[src/rre_pkg.sv]
// rre_pkg: shared types and constants of the rgb row edit pipeline
// payload structs, register indexes, edit enable bit positions, row tokens
// no dependencies
package rre_pkg;

  localparam int LEN_W     = 7;
  localparam int EN_W      = 10;
  localparam int CH_W      = 16;
  localparam int CFG_IDX_W = 2;
  localparam int CFG_DAT_W = 16;

  // register indexes
  localparam logic [CFG_IDX_W-1:0] CFG_EDITS      = 2'd0;
  localparam logic [CFG_IDX_W-1:0] CFG_MAX_COLOR  = 2'd1;
  localparam logic [CFG_IDX_W-1:0] CFG_ROW_LENGTH = 2'd2;

  localparam logic [EN_W-1:0]  EDITS_RST      = 10'd0;
  localparam logic [CH_W-1:0]  MAX_COLOR_RST  = 16'd255;
  localparam logic [LEN_W-1:0] ROW_LENGTH_RST = 7'd64;
  localparam logic [LEN_W-1:0] MIN_ROW        = 7'd2;

  // edit enable bit positions
  localparam int EN_GREY     = 0;
  localparam int EN_MIRROR   = 1;
  localparam int EN_NEG_R    = 2;
  localparam int EN_ONLY_R   = 5;
  localparam int EN_BLUR     = 8;
  localparam int EN_CONTRAST = 9;

  localparam int CONTRAST_TH = 127;
  localparam int CONTRAST_HI = 255;

  localparam int ROW_BANKS   = 2;
  localparam int QUEUE_DEPTH = 2;

  typedef struct packed {
    logic [CH_W-1:0] red_in;
    logic [CH_W-1:0] green_in;
    logic [CH_W-1:0] blue_in;
  } pix_in_t;

  typedef struct packed {
    logic [CH_W-1:0] red_out;
    logic [CH_W-1:0] green_out;
    logic [CH_W-1:0] blue_out;
    logic            row_end;
  } pix_out_t;

  typedef struct packed {
    logic             bank;
    logic [LEN_W-1:0] len;
  } row_tok_t;

  typedef struct packed {
    logic [EN_W-1:0] edits;
    logic [CH_W-1:0] max_color;
  } cfg_t;

  typedef struct packed {
    logic busy;
    logic retire;
  } bk_stat_t;

  typedef struct packed {
    logic valid;
    logic first;
    logic flush;
  } slot_t;

  typedef enum logic [1:0] {
    MODE_PASS = 2'd0,
    MODE_DIV2 = 2'd1,
    MODE_DIV3 = 2'd2
  } blur_mode_t;

endpackage

[src/rre_queue.sv]
// rre_queue: short fifo of row tokens between the front and the back
// depends on rre_pkg
module rre_queue import rre_pkg::*; (
  input  logic     clk,
  input  logic     rst_n,
  input  logic     push_valid,
  input  row_tok_t push_data,
  output logic     full,
  output logic     pop_valid,
  input  logic     pop_ready,
  output row_tok_t pop_data
);

  localparam int PTR_W = $clog2(QUEUE_DEPTH);
  localparam int CNT_W = $clog2(QUEUE_DEPTH + 1);

  row_tok_t         slot_r [QUEUE_DEPTH];
  logic [PTR_W-1:0] wptr_r, wptr_nxt;
  logic [PTR_W-1:0] rptr_r, rptr_nxt;
  logic [CNT_W-1:0] cnt_r, cnt_nxt;
  logic             do_push;
  logic             do_pop;

  assign full      = (cnt_r == CNT_W'(QUEUE_DEPTH));
  assign pop_valid = (cnt_r != '0);
  assign pop_data  = slot_r[rptr_r];
  assign do_push   = push_valid && !full;
  assign do_pop    = pop_ready && pop_valid;

  always_comb begin
    wptr_nxt = wptr_r;
    rptr_nxt = rptr_r;
    cnt_nxt  = cnt_r;
    if (do_push) begin
      wptr_nxt = (wptr_r == PTR_W'(QUEUE_DEPTH - 1)) ? '0 : wptr_r + PTR_W'(1);
    end
    if (do_pop) begin
      rptr_nxt = (rptr_r == PTR_W'(QUEUE_DEPTH - 1)) ? '0 : rptr_r + PTR_W'(1);
    end
    case ({do_push, do_pop})
      2'b10:   cnt_nxt = cnt_r + CNT_W'(1);
      2'b01:   cnt_nxt = cnt_r - CNT_W'(1);
      default: cnt_nxt = cnt_r;
    endcase
  end

  always_ff @(posedge clk) begin
    if (!rst_n) begin
      wptr_r <= '0;
      rptr_r <= '0;
      cnt_r  <= '0;
    end else begin
      wptr_r <= wptr_nxt;
      rptr_r <= rptr_nxt;
      cnt_r  <= cnt_nxt;
    end
  end

  always_ff @(posedge clk) begin
    if (do_push) begin
      slot_r[wptr_r] <= push_data;
    end
  end

endmodule

[config.mk]
export PLATFORM = sky130hd
export DESIGN_NAME = rre_queue
export DESIGN_NICKNAME = d
export VERILOG_FILES = /design/src/rre_pkg.sv /design/src/rre_queue.sv
export SDC_FILE = /design/constraint.sdc
export NUM_CORES = 1
export LEC_CHECK = 0
export BUFFER_PORTS_ARGS = -buffer_cell sky130_fd_sc_hd__buf_4
export CAP_MARGIN = 25
export CORE_UTILIZATION = 50
export DETAILED_ROUTE_END_ITERATION = 10
export PLACE_DENSITY = 0.74
export REMOVE_ABC_BUFFERS = 1
export SETUP_SLACK_MARGIN = 0.1
export SYNTH_ARGS = -nofsm -noshare
export SYNTH_HDL_FRONTEND = slang
export SYNTH_SLANG_ARGS = --single-unit
export TNS_END_PERCENT = 30
[constraint.sdc]
create_clock -name clk -period 2.34 [get_ports clk]
set_input_delay 0.117 -clock clk [delete_from_list [all_inputs] [get_ports clk]]
set_output_delay 0.117 -clock clk [all_outputs]
set_load 0.005 [all_outputs]
### Word-level counts from Yosys, hierarchy flattened

Memories as Yosys holds them, arrays and structs flattened. A register that Yosys moved wholly into a read port is not among the register bits.
Index checks and enable logic that the tools add are counted.

* memories: 1
* logic and storage cells: 23
* memory bits (writable): 16
* bits in registers: 4
* input bits: 12

Memories
* slot_r: words 2, bits a word 8, read ports 1, clocked after memory_dff 1, write ports 1, line rre_queue.sv:17 `row_tok_t slot_r [QUEUE_DEPTH];`

* reductions and logical operators: 5
* add/subtract/negate cells: 4
* equal/unequal tests: 3
* mux-type cells: 7

Operators with widths (number)
* $mux 1: 6
* $eq 2x2->1 const B: 2
* $pmux 2 s2: 1
* $reduce_bool 2->1: 2
* $add 1x1->1 const B: 2
* $add 2x1->2 const B: 1
* $eq 2x1->1 const B: 1
* $logic_and 1x1->1: 2
* $sub 2x1->2 const B: 1
* $logic_not 1->1: 1

### Longest topological paths before layout

Gate-level depths: netlist of run 1.

* depth after elaboration: 5
* depth in mapped cells: 6
* gate-level depth less buffers: 6

### Worst setup path before layout of run 1

Ideal clock, no wire load.

* path type: flip-flop to flip-flop
* start: register cnt_r[0]
* end: register cnt_r[1]
* slack: 0.916 ns
* buffers on the path: 0
* arrival time: 1.354 ns
* stages on the path, launching flop included: 6
* cells stage by stage: dfxtp_1 > nand2b_2 > nand2_1 > ha_1 > or3_1 > a21boi_1

* word-level cells in the longest chain between the ends: 5
* elaborated cells between the ends (all ways): 11
* those cells by class: 2 x add/sub; 3 x eq/ne; 1 x mux; 5 x reduce/logical

Ends and longest elaborated chain
* start: declaration: line rre_queue.sv:20 `logic [CNT_W-1:0] cnt_r, cnt_nxt;`
* start signal: assignment: line rre_queue.sv:55 `cnt_r <= cnt_nxt;`
* $eq 2x2->1: line rre_queue.sv:24 `assign full = (cnt_r == CNT_W'(QUEUE_DEPTH));`
* $logic_not 1->1: line rre_queue.sv:27 `assign do_push = push_valid && !full;`
* $logic_and 1x1->1: line rre_queue.sv:27
* $eq 2x1->1 or $eq 2x2->1 (tied branches): line rre_queue.sv:40 `case ({do_push, do_pop})`
* $pmux 2 s2 or $reduce_bool 2->1 (tied branches)

Parallel ways exist; a longest one is shown, timed or not.
A chain may end at the register's enable or synchronous reset.

### Worst setup path after layout of run 1

* start: register cnt_r[0]
* end: memory slot_r[0][3] in the netlist's numbering (enable)

* word-level cells in the longest chain between the ends: 5

Ends and longest elaborated chain
* $eq 2x2->1: line rre_queue.sv:24
* $logic_not 1->1: line rre_queue.sv:27
* $logic_and 1x1->1: line rre_queue.sv:27
* $mux 1: line rre_queue.sv:60 `if (do_push) begin`
* $mux 1 (not written as such): line rre_queue.sv:61 `slot_r[wptr_r] <= push_data;`
* end: declaration: line rre_queue.sv:17

Every way passes these cells.

==> results of run 1 <==
-- routing by layer --
metal | wire length, um | global-route usage [%] | up-vias | part of all wire (%)
met5 | 0 | 0 | - | 0
li1 | - | - | 248 | -
met4 | 36 | 9.375 | 0 | 2.8
met3 | 46 | 2.586 | 4 | 3.5
met1 | 581 | 19.82 | 225 | 44
met2 | 642 | 25.54 | 14 | 49
-- sequential cells by signal (all words and copies together), names as in the netlist, named ones only --
| register | count |
|---|---|
| cnt_r | 2 |
| slot_r | 16 |
| rptr_r | 1 |
| wptr_r | 1 |
-- kinds of logic after synthesis --
family                     synth area share (%)
and+or+nand+nor                           6.924
adders and majority gates                 1.538
AOI/OAI and AO/OA                         4.000
xor gates and xnor gates                  3.231
muxes                                     11.08
DFF                                       71.39
buffers and inverters                     1.846
-- cell usage after synthesis, drive strengths merged --
master / n
a21boi: 2
and2: 1
and3: 1
clkbuf: 1
dfxtp: 5
edfxtp: 16
ha: 1
inv: 3
mux2: 8
nand2: 1
nand2b: 1
nor2b: 2
o21a: 1
o21ai: 2
or2: 1
or3: 2
xnor2: 3
-- layout by cell type (no fill, tap or decap), drive strengths merged --
master       instances
buf                 21
edfxtp              16
mux2                 8
dlygate4sd3          8
dfxtp                5
xnor2                3
clkbuf               3
inv                  3
nor2b                2
or3                  2
o21ai                2
a21boi               2
o21a                 1
or2                  1
nand2b               1
nand2                1
and3                 1
and2                 1
ha                   1
clkinv               1
-- worst paths after layout --
check | startpoint | to | cells after the start
setup / recovery | cnt_r[0] | slot_r[0][3] | 4
setup reg to reg | cnt_r[0] | slot_r[0][3] | 4
hold reg to reg | wptr_r | wptr_r | 2
hold / removal | rst_n | cnt_r[0] | 2
-- power breakdown --
group / switching [uW] / internal, uW / leakage, uW
Sequential: 53.7 / 480 / 0.000191
Combinational: 131 / 226 / 0.000231
Clock: 102 / 63.5 / 0.0000177
-- layout make-up --
class	count	area [um2]	area share, %
well taps	16	20.02	1.829
clock buffers	3	22.52	2.057
repair buffers	29	237.7	21.71
flip-flops and latches	21	580.6	53.03
inverters	3	11.26	1.029
clock inverters	1	5.005	0.4571
multi-input cells	26	217.7	19.89
-- stage by stage --
stage	std cells	instance area, um2	utilization (%)	setup slack, ps
floorplan	50	809.5	-	916.2
global placement	87	987.2	65.53	847.8
detailed placement	87	987.2	65.53	805.8
CTS	98	1085	72.01	778.8
global route	99	1095	72.67	695.6
finish	99	1095	72.67	784.9
-- worst max-delay path, cell delays in order, from the launching register on --
cell and delay [ps]:
sky130_fd_sc_hd__dfxtp_1 430, sky130_fd_sc_hd__nand2b_2 180, sky130_fd_sc_hd__inv_2 40, sky130_fd_sc_hd__or3_1 320, sky130_fd_sc_hd__inv_1 270
==> impl_metrics.xml, run 1 <==
<?xml version="1.0" encoding="UTF-8"?>
<metrics>
  <group name="run_status">
    <metric name="run_status" unit="">completed</metric>
  </group>
  <group name="cts">
    <metric name="htreeDepth" unit="">1</metric>
    <metric name="cts_resized" unit="">0</metric>
    <metric name="cts.sinks" unit="">21</metric>
    <metric name="cts_tree" unit="">done</metric>
    <metric name="cts-hold-fix-buffers" unit="">7</metric>
    <metric name="cts_made_buffers" unit="">3</metric>
    <metric name="cts_root_buffer" unit="">sky130_fd_sc_hd__clkbuf_4</metric>
    <metric name="clk_pin_slew" unit="ps">110</metric>
    <metric name="post_cts_setup_buffers" unit="">0</metric>
    <metric name="clock_latency" unit="ps">290</metric>
    <metric name="ctsLongestPathBuffers" unit="">2</metric>
  </group>
  <group name="floorplanning">
    <metric name="die_area" unit="um2">1792</metric>
    <metric name="initial_core_util" unit="%">53.99</metric>
    <metric name="die_width" unit="um">42.33</metric>
    <metric name="die-height" unit="um">42.33</metric>
    <metric name="rows" unit="">14</metric>
    <metric name="core-area" unit="um2">1506</metric>
    <metric name="ios" unit="">22</metric>
  </group>
  <group name="placement">
    <metric name="port-buffer-count" unit="">21</metric>
    <metric name="gp_routability_congestion" unit="">0.6481</metric>
    <metric name="post-dp-hpwl" unit="um">861.6</metric>
  </group>
  <group name="logic_synthesis">
    <metric name="synth.yosys.warnings" unit="">0</metric>
    <metric name="syn_area_per_cell" unit="um2">15.95</metric>
    <metric name="synth_seq_area_share" unit="%">71.38</metric>
    <metric name="post-synth-top-area-fraction" unit="%">59.08</metric>
    <metric name="syn-cell-area" unit="um2">813.3</metric>
    <metric name="ys_seq_elements" unit="">21</metric>
    <metric name="yosysUniqueCellTypes" unit="">18</metric>
    <metric name="synth_top_area_cell" unit="">sky130_fd_sc_hd__edfxtp_1</metric>
    <metric name="synth.top_cells.by_area" unit="">sky130_fd_sc_hd__edfxtp_1 (59%), sky130_fd_sc_hd__dfxtp_1 (12%), sky130_fd_sc_hd__mux2_2 (11%)</metric>
    <metric name="synthCells" unit="">51</metric>
  </group>
  <group name="detailed_routing">
    <metric name="initialDrtViolationCount" unit="">9</metric>
    <metric name="ant_nets" unit="">0</metric>
    <metric name="detail_route.first_pass.iterations" unit="">4</metric>
    <metric name="detail_route.wirelength" unit="mm">1.307</metric>
    <metric name="drc_viols" unit="">0</metric>
    <metric name="wl_per_cell" unit="um">13.20</metric>
    <metric name="dr_total_vias" unit="">491</metric>
    <metric name="post_drt_via_cell_ratio" unit="">4.960</metric>
  </group>
  <group name="worst_setup_path">
    <metric name="timing.critical_path.arrival" unit="ps">1530</metric>
    <metric name="r2r_slack" unit="ps">780</metric>
    <metric name="critPathRequiredTime" unit="ps">2310</metric>
    <metric name="crit_path_max_fanout" unit="">8</metric>
    <metric name="critical_path_class" unit="">reg2reg</metric>
    <metric name="critical_path.endpoint_type" unit="">register</metric>
    <metric name="worstSetupStartpointType" unit="">register</metric>
  </group>
  <group name="cells_and_area">
    <metric name="filler_cell_count" unit="">114</metric>
    <metric name="drive_gt1_share" unit="%">43.37</metric>
    <metric name="final_nets" unit="">97</metric>
    <metric name="area_growth_syn_to_layout" unit="%">34.62</metric>
    <metric name="antennaDiodeCount" unit="">0</metric>
  </group>
  <group name="job">
    <metric name="max_cap_viol_count" unit="">0</metric>
  </group>
  <group name="sta">
    <metric name="final_min_period_over_clock_period" unit="%">66.46</metric>
    <metric name="maxSlewHeadroom" unit="%">73.69</metric>
    <metric name="rsz0062_at_grt" unit="">no</metric>
    <metric name="finalWorstPathRequiredPeriod" unit="ps">1555</metric>
    <metric name="hold_violations" unit="">0</metric>
    <metric name="totalNegativeSetupSlack" unit="ps">0</metric>
    <metric name="worstMarginPinSlew" unit="ps">394.7</metric>
    <metric name="fmax" unit="GHz">0.6430</metric>
    <metric name="holdWs" unit="ps">59.20</metric>
    <metric name="timing.final.setup_violations" unit="">0</metric>
    <metric name="final-max-slew-violation-count" unit="">0</metric>
    <metric name="worst_setup_skew_after_layout" unit="ps">6.510</metric>
  </group>
  <group name="hold_path">
    <metric name="hold_wc_path_type" unit="">in2reg</metric>
  </group>
  <group name="global_routing">
    <metric name="gr-usage-all-layers" unit="%">15.76</metric>
    <metric name="global_route_wire_length_before_repair" unit="mm">2.007</metric>
    <metric name="maximum_number_of_pins_on_one_net_before_global_route_repair" unit="">13</metric>
    <metric name="grt_pass1_vias" unit="">451</metric>
    <metric name="antenna_found_initial" unit="">0</metric>
    <metric name="total_overflow_reported_by_the_global_router" unit="">0</metric>
  </group>
  <group name="pwr">
    <metric name="total_leakage_power" unit="uW">0.0004401</metric>
    <metric name="power" unit="uW">1055</metric>
    <metric name="peakVddDrop" unit="V">0.0007997</metric>
    <metric name="power_per_standard_cell_area" unit="nW/um2">963.7</metric>
  </group>
</metrics>
(Power assumes the default switching activity.)
==> run 2: changes to the inputs <==
CORE_UTILIZATION = 49   (was 50)
PLACE_DENSITY = 0.72   (was 0.74)
clock period = 1.5 ns   (was 2.34 ns; I/O delays follow)
==> run 2 against run 1 <==
Compared with the run above: hold slack worse by 39 ps; sequential share of layout area down 1.3 points; via count up 3.1%; largest power group unchanged; setup slack worse by 680 ps; total power up 65%; non-clock buffer count up 2; wire length up 7.0%.
==> impl_metrics.xml, run 2 (synthesis gave the netlist of run 1 again) <==
<?xml version="1.0" encoding="UTF-8"?>
<metrics>
  <group name="sta">
    <metric name="final_min_period_over_clock_period" unit="%">93.21</metric>
    <metric name="rsz0062_at_grt" unit="">yes</metric>
    <metric name="fmax" unit="GHz">0.7152</metric>
    <metric name="final-max-slew-violation-count" unit="">0</metric>
    <metric name="maxSlewHeadroom" unit="%">73.97</metric>
    <metric name="holdWs" unit="ps">19.71</metric>
    <metric name="worst_setup_skew_after_layout" unit="ps">3.620</metric>
    <metric name="worstMarginPinSlew" unit="ps">390.5</metric>
    <metric name="finalWorstPathRequiredPeriod" unit="ps">1398</metric>
    <metric name="timing.final.setup_violations" unit="">0</metric>
    <metric name="hold_violations" unit="">0</metric>
    <metric name="totalNegativeSetupSlack" unit="ps">0</metric>
  </group>
  <group name="cells_and_area">
    <metric name="layout_common_cells" unit="">sky130_fd_sc_hd__buf_4 (23), sky130_fd_sc_hd__edfxtp_1 (16), sky130_fd_sc_hd__mux2_2 (8), sky130_fd_sc_hd__dlygate4sd3_1 (8)</metric>
    <metric name="largest_reg_flops" unit="">16</metric>
    <metric name="drive_gt1_share" unit="%">50.59</metric>
    <metric name="max_flop_register" unit="">slot_r</metric>
    <metric name="biggestRegsByFlops" unit="">slot_r (16), cnt_r (2)</metric>
    <metric name="filler_cell_count" unit="">112</metric>
    <metric name="final_nets" unit="">99</metric>
    <metric name="area_growth_syn_to_layout" unit="%">38.92</metric>
    <metric name="antennaDiodeCount" unit="">0</metric>
    <metric name="layout_commonest_cell" unit="">sky130_fd_sc_hd__buf_4</metric>
  </group>
  <group name="floorplanning">
    <metric name="die_area" unit="um2">1827</metric>
    <metric name="die-height" unit="um">42.74</metric>
    <metric name="ios" unit="">22</metric>
    <metric name="rows" unit="">14</metric>
    <metric name="core-area" unit="um2">1524</metric>
    <metric name="die_width" unit="um">42.74</metric>
    <metric name="initial_core_util" unit="%">53.37</metric>
  </group>
  <group name="worst_setup_path">
    <metric name="crit_path_max_fanout" unit="">5</metric>
    <metric name="worstReg2RegEnd" unit="">cnt_r[1]</metric>
    <metric name="r2r_slack" unit="ps">100</metric>
    <metric name="worstSetupStartpointType" unit="">register</metric>
    <metric name="timing.critical_path.arrival" unit="ps">1630</metric>
    <metric name="worst_path_largest_cell_delay" unit="ps">360</metric>
    <metric name="regToRegStartpoint" unit="">cnt_r[1]</metric>
    <metric name="critical_path.endpoint_type" unit="">register</metric>
    <metric name="critPathRequiredTime" unit="ps">1730</metric>
    <metric name="critical_path_class" unit="">reg2reg</metric>
    <metric name="timing.critical_path.cells" unit="">o21a_1 &gt; ha_4 &gt; xnor2_1 &gt; or3_1 &gt; a21boi_1</metric>
    <metric name="cpMaxStageDelayCell" unit="">sky130_fd_sc_hd__dfxtp_2</metric>
    <metric name="reg2regPathDepth" unit="">5</metric>
  </group>
  <group name="hold_path">
    <metric name="hold_wc_path_type" unit="">in2reg</metric>
    <metric name="timing.hold.worst.start" unit="">rst_n</metric>
    <metric name="whs_path_depth" unit="">2</metric>
    <metric name="hold_path_end" unit="">cnt_r[0]</metric>
  </group>
  <group name="cts">
    <metric name="cts_made_buffers" unit="">3</metric>
    <metric name="cts.sinks" unit="">21</metric>
    <metric name="cts_tree" unit="">done</metric>
    <metric name="cts_root_buffer" unit="">sky130_fd_sc_hd__clkbuf_4</metric>
    <metric name="clk_pin_slew" unit="ps">110</metric>
    <metric name="htreeDepth" unit="">1</metric>
    <metric name="ctsLongestPathBuffers" unit="">2</metric>
    <metric name="clock_latency" unit="ps">290</metric>
  </group>
  <group name="placement">
    <metric name="gp_routability_congestion" unit="">0.7587</metric>
    <metric name="port-buffer-count" unit="">21</metric>
  </group>
  <group name="detailed_routing">
    <metric name="ant_nets" unit="">0</metric>
    <metric name="initialDrtViolationCount" unit="">9</metric>
    <metric name="post_drt_via_cell_ratio" unit="">5.010</metric>
    <metric name="detail_route.first_pass.iterations" unit="">3</metric>
    <metric name="drc_viols" unit="">0</metric>
    <metric name="detail_route.wirelength" unit="mm">1.399</metric>
    <metric name="wl_per_cell" unit="um">13.85</metric>
    <metric name="dr_total_vias" unit="">506</metric>
  </group>
  <group name="pwr">
    <metric name="peakVddDrop" unit="V">0.001171</metric>
    <metric name="power_per_standard_cell_area" unit="nW/um2">1543</metric>
    <metric name="power" unit="uW">1744</metric>
    <metric name="total_leakage_power" unit="uW">0.0004467</metric>
  </group>
  <group name="global_routing">
    <metric name="maximum_number_of_pins_on_one_net_before_global_route_repair" unit="">12</metric>
    <metric name="total_overflow_reported_by_the_global_router" unit="">0</metric>
    <metric name="global_route_wire_length_before_repair" unit="mm">2.152</metric>
    <metric name="grt_pass1_vias" unit="">509</metric>
    <metric name="antenna_found_initial" unit="">0</metric>
    <metric name="gr-usage-all-layers" unit="%">16.59</metric>
  </group>
  <group name="job">
    <metric name="max_cap_viol_count" unit="">0</metric>
  </group>
  <group name="run_status">
    <metric name="run_status" unit="">completed</metric>
  </group>
</metrics>
-- run 2: cell type report --
| class | instances | area [um2] | area share, % |
|---|---|---|---|
| Inverter | 3 | 13.76 | 1.218 |
| Clock buffer | 4 | 26.28 | 2.326 |
| Tap cell | 16 | 20.02 | 1.772 |
| Multi-Input combinational cell | 26 | 232.7 | 20.60 |
| Timing Repair Buffer | 31 | 252.7 | 22.37 |
| Sequential cell | 21 | 584.3 | 51.72 |
-- run 2: metal layers --
layer | global-route usage [%] | routed length, um | part of all wire [%]
met1 | 20.98 | 639 | 46
met2 | 27.88 | 703 | 50
met3 | 2.553 | 48 | 3.4
met4 | 7.500 | 6 | 0.43
met5 | 0 | 0 | 0
-- run 2: what timing repair did --
action,4_1_cts,5_1_grt
buffers inserted,1,0
hold buffers,8,0
hold endpoints to repair,16,0
resized for setup,4,3
pin swaps,0,2
endpoints found under the setup margin,17,17
-- run 2: power breakdown --
part	leakage (uW)	internal (uW)	switching, uW
clock	0.0000150	103	161
sequential	0.000192	756	77.3
combinational	0.000240	405	241
total	0.000447	1260	479
-- run 2: worst max-delay path by stage --
stage | slack (ps) | start | to | depth (start not counted)
2_1_floorplan | 80 | cnt_r[0] | cnt_r[1] | 5
3_3_place_gp | 40 | cnt_r[0] | slot_r[0][5] | 4
3_5_place_dp | -20 | cnt_r[0] | slot_r[0][5] | 4
4_1_cts | 40 | register | pop_data[1] | 2
5_1_grt | 40 | cnt_r[0] | cnt_r[1] | 6
6_report | 100 | cnt_r[1] | cnt_r[1] | 5
-- run 2: worst max-delay path, delay by kind of cell, from the launching register on --
kind	cells	cell delay [ps]
AO/OA/AOI/OAI	2	360
adder cells (fa/ha/maj)	1	170
AND/OR/NAND/NOR	1	320
XOR/XNOR	1	130
flip-flops	1	360
-- run 2: stage by stage --
step	std cells	setup slack [ps]	cell area [um2]	utilization, %
5_1_grt	101	38.63	1130	74.14
2_1_floorplan	50	76.20	809.5	-
4_1_cts	101	37.95	1124	73.73
6_report	101	101.9	1130	74.14
3_3_place_gp	88	38.20	994.7	65.27
3_5_place_dp	88	-15.30	994.7	65.27
==> run 3: changes to the inputs <==
--- a/config.mk
+++ b/config.mk
@@ -17,2 +17,2 @@
 export SYNTH_SLANG_ARGS = --single-unit
-export TNS_END_PERCENT = 30
+export TNS_END_PERCENT = 100
==> constraint.sdc (replaced) <==
create_clock -name clk -period 1.5 [get_ports clk]
set_input_delay 0.45 -clock clk [delete_from_list [all_inputs] [get_ports clk]]
set_output_delay 0.45 -clock clk [all_outputs]
set_load 0.005 [all_outputs]
==> run 3 against run 2 <==
Compared with the run above: the run now ends with negative setup slack left; setup slack got worse by 280 ps; design area increased by 10%; clock power up 2%; sequential cell count unchanged; hold slack gained 310 ps; critical path type is now reg2out; largest cell class unchanged.
==> impl_metrics.xml, run 3 (synthesis gave the netlist of run 1 again) <==
<?xml version="1.0" encoding="UTF-8"?>
<metrics>
  <group name="run_status">
    <metric name="run_status" unit="">finished with violations</metric>
    <metric name="violations_in_the_final_reports" unit="">negative setup slack</metric>
  </group>
  <group name="floorplanning">
    <metric name="die_area" unit="um2">1827</metric>
    <metric name="rows" unit="">14</metric>
    <metric name="die_width" unit="um">42.74</metric>
    <metric name="initial_core_util" unit="%">53.37</metric>
    <metric name="ios" unit="">22</metric>
    <metric name="die-height" unit="um">42.74</metric>
    <metric name="core-area" unit="um2">1524</metric>
  </group>
  <group name="detailed_routing">
    <metric name="dr.max_layer_used" unit="">met4</metric>
    <metric name="met2_length" unit="um">877</metric>
    <metric name="initialDrtViolationCount" unit="">13</metric>
    <metric name="ant_nets" unit="">0</metric>
    <metric name="wl_met1" unit="um">665</metric>
    <metric name="drc_viols" unit="">0</metric>
    <metric name="dr_total_vias" unit="">523</metric>
    <metric name="detail_route.wirelength" unit="mm">1.600</metric>
    <metric name="wl_per_cell" unit="um">15.53</metric>
    <metric name="detail_route.first_pass.iterations" unit="">3</metric>
    <metric name="dr_wl_met3" unit="um">51</metric>
    <metric name="post_drt_via_cell_ratio" unit="">5.078</metric>
  </group>
  <group name="cells_and_area">
    <metric name="largest_reg_flops" unit="">16</metric>
    <metric name="antennaDiodeCount" unit="">0</metric>
    <metric name="final_nets" unit="">101</metric>
    <metric name="layout_commonest_cell" unit="">sky130_fd_sc_hd__buf_4</metric>
    <metric name="drive_gt1_share" unit="%">65.52</metric>
    <metric name="max_flop_register" unit="">slot_r</metric>
    <metric name="final_core_utilization" unit="%">81.61</metric>
    <metric name="multi_input_comb_area" unit="um2">291.5</metric>
    <metric name="filler_cell_count" unit="">87</metric>
    <metric name="biggestRegsByFlops" unit="">slot_r (16), cnt_r (2)</metric>
    <metric name="area_growth_syn_to_layout" unit="%">52.92</metric>
    <metric name="layout_common_cells" unit="">sky130_fd_sc_hd__buf_4 (18), sky130_fd_sc_hd__edfxtp_1 (16), sky130_fd_sc_hd__buf_6 (15)</metric>
    <metric name="seq_cell_area" unit="um2">586.8</metric>
    <metric name="area_of_all_placed_cells_without_fillers" unit="um2">1244</metric>
  </group>
  <group name="sta">
    <metric name="worst_setup_skew_after_layout" unit="ps">7.740</metric>
    <metric name="hold_violations" unit="">0</metric>
    <metric name="fmax" unit="GHz">0.5945</metric>
    <metric name="final_min_period_over_clock_period" unit="%">112.1</metric>
    <metric name="setup_slack" unit="ps">-182.0</metric>
    <metric name="rsz0062_at_grt" unit="">yes</metric>
    <metric name="maxSlewHeadroom" unit="%">83.90</metric>
    <metric name="worstMarginPinSlew" unit="ps">238.9</metric>
    <metric name="timing.final.setup_violations" unit="">8</metric>
    <metric name="finalWorstPathRequiredPeriod" unit="ps">1682</metric>
    <metric name="holdWs" unit="ps">324.9</metric>
    <metric name="totalNegativeSetupSlack" unit="ps">-1295</metric>
    <metric name="final-max-slew-violation-count" unit="">0</metric>
  </group>
  <group name="pwr">
    <metric name="peakVddDrop" unit="V">0.001372</metric>
    <metric name="power_per_standard_cell_area" unit="nW/um2">1722</metric>
    <metric name="total_leakage_power" unit="uW">0.0005199</metric>
  </group>
  <group name="job">
    <metric name="max_cap_viol_count" unit="">0</metric>
  </group>
  <group name="worst_setup_path">
    <metric name="worstSetupStartpointType" unit="">register</metric>
    <metric name="timing.critical_path.arrival" unit="ps">1230</metric>
    <metric name="critPathRequiredTime" unit="ps">1050</metric>
    <metric name="critical_path_class" unit="">reg2out</metric>
    <metric name="timing.critical_path.cells" unit="">buf_6 &gt; mux2_4 &gt; buf_6</metric>
    <metric name="cpMaxStageDelayCell" unit="">sky130_fd_sc_hd__dfxtp_2</metric>
    <metric name="worst_path_largest_cell_delay" unit="ps">370</metric>
    <metric name="crit_path_max_fanout" unit="">5</metric>
    <metric name="critical_path.endpoint_type" unit="">output pin</metric>
    <metric name="regToRegStartpoint" unit="">cnt_r[1]</metric>
    <metric name="crit_path_frequent_cell" unit="">sky130_fd_sc_hd__buf_6</metric>
  </group>
  <group name="cts">
    <metric name="clock_latency" unit="ps">300</metric>
    <metric name="cts_made_buffers" unit="">3</metric>
    <metric name="clk_pin_slew" unit="ps">120</metric>
    <metric name="cts_root_buffer" unit="">sky130_fd_sc_hd__clkbuf_4</metric>
    <metric name="cts-hold-fix-buffers" unit="">0</metric>
    <metric name="cts.sinks" unit="">21</metric>
    <metric name="cts_tree" unit="">done</metric>
    <metric name="ctsLongestPathBuffers" unit="">2</metric>
    <metric name="htreeDepth" unit="">1</metric>
  </group>
  <group name="global_routing">
    <metric name="global_route_wire_length_before_repair" unit="mm">2.346</metric>
    <metric name="antenna_found_initial" unit="">0</metric>
    <metric name="grt_pass1_vias" unit="">555</metric>
    <metric name="maximum_number_of_pins_on_one_net_before_global_route_repair" unit="">13</metric>
    <metric name="gr-usage-all-layers" unit="%">18.39</metric>
    <metric name="total_overflow_reported_by_the_global_router" unit="">0</metric>
  </group>
  <group name="hold_path">
    <metric name="hold_wc_path_type" unit="">in2reg</metric>
    <metric name="timing.hold.worst.start" unit="">push_data[3]</metric>
  </group>
  <group name="placement">
    <metric name="preCtsSetupSlack" unit="ps">-26.81</metric>
    <metric name="post-dp-hpwl" unit="um">971.2</metric>
    <metric name="standard_cell_area_after_detailed_placement" unit="um2">1047</metric>
    <metric name="gp_routability_congestion" unit="">0.7368</metric>
    <metric name="port-buffer-count" unit="">21</metric>
  </group>
</metrics>
run 3: changes by cell type in the layout (fill, tap and decap cells not counted), moves of 5 or more:
cell / delta
sky130_fd_sc_hd__mux2_4: +8
sky130_fd_sc_hd__buf_4: -5
sky130_fd_sc_hd__buf_6: +15
sky130_fd_sc_hd__dlygate4sd3_1: -8
sky130_fd_sc_hd__mux2_2: -8
run 3: metrics by stage:
step	power, uW	cells
2_1_floorplan	1150	50
3_3_place_gp	1469	95
3_5_place_dp	1490	95
4_1_cts	2039	102
5_1_grt	2242	103
6_report	2142	103
run 3: final cells by class:
cell class,count,share of cell area (%)
Sequential cell,21,47.18
Timing Repair Buffer,33,24.45
Multi-Input combinational cell,26,23.44
Clock buffer,3,1.811
Tap cell,16,1.610
Inverter,3,1.107
Clock inverter,1,0.4024
run 3: repair_timing:
item	in CTS	in global routing
endpoints found under the setup margin	20	19
pin swaps	1	1
resized for setup	29	8
setup buffers	3	1
run 3: worst paths after layout:
| check | depth (start not counted) | endpoint | slack, ps |
|---|---|---|---|
| setup reg to reg | 6 | slot_r[0][4] | 80 |
| setup / recovery | 3 | pop_data[6] | -180 |
| hold reg to reg | 2 | wptr_r | 510 |
| hold / removal | 1 | slot_r[0][3] | 320 |
run 3: report_power, final:
part / total, uW / switching [uW] / internal [uW]
clock: 269 / 169 / 99.2
combinational: 1050 / 365 / 685
sequential: 822 / 60.0 / 762
run 3: per-layer routing:
layer / GRT usage, % / vias to the layer above
met2: 34.85 / 12
met5: 0 / -
met4: 7.500 / 0
li1: - / 258
met1: 18.91 / 251
met3: 4.255 / 2
run 3: critical path, delay by kind of cell, from the launching register on:
family                 cells  cell delay (ps)
buffers and inverters      2              250
DFF                        1              370
muxes                      1              310
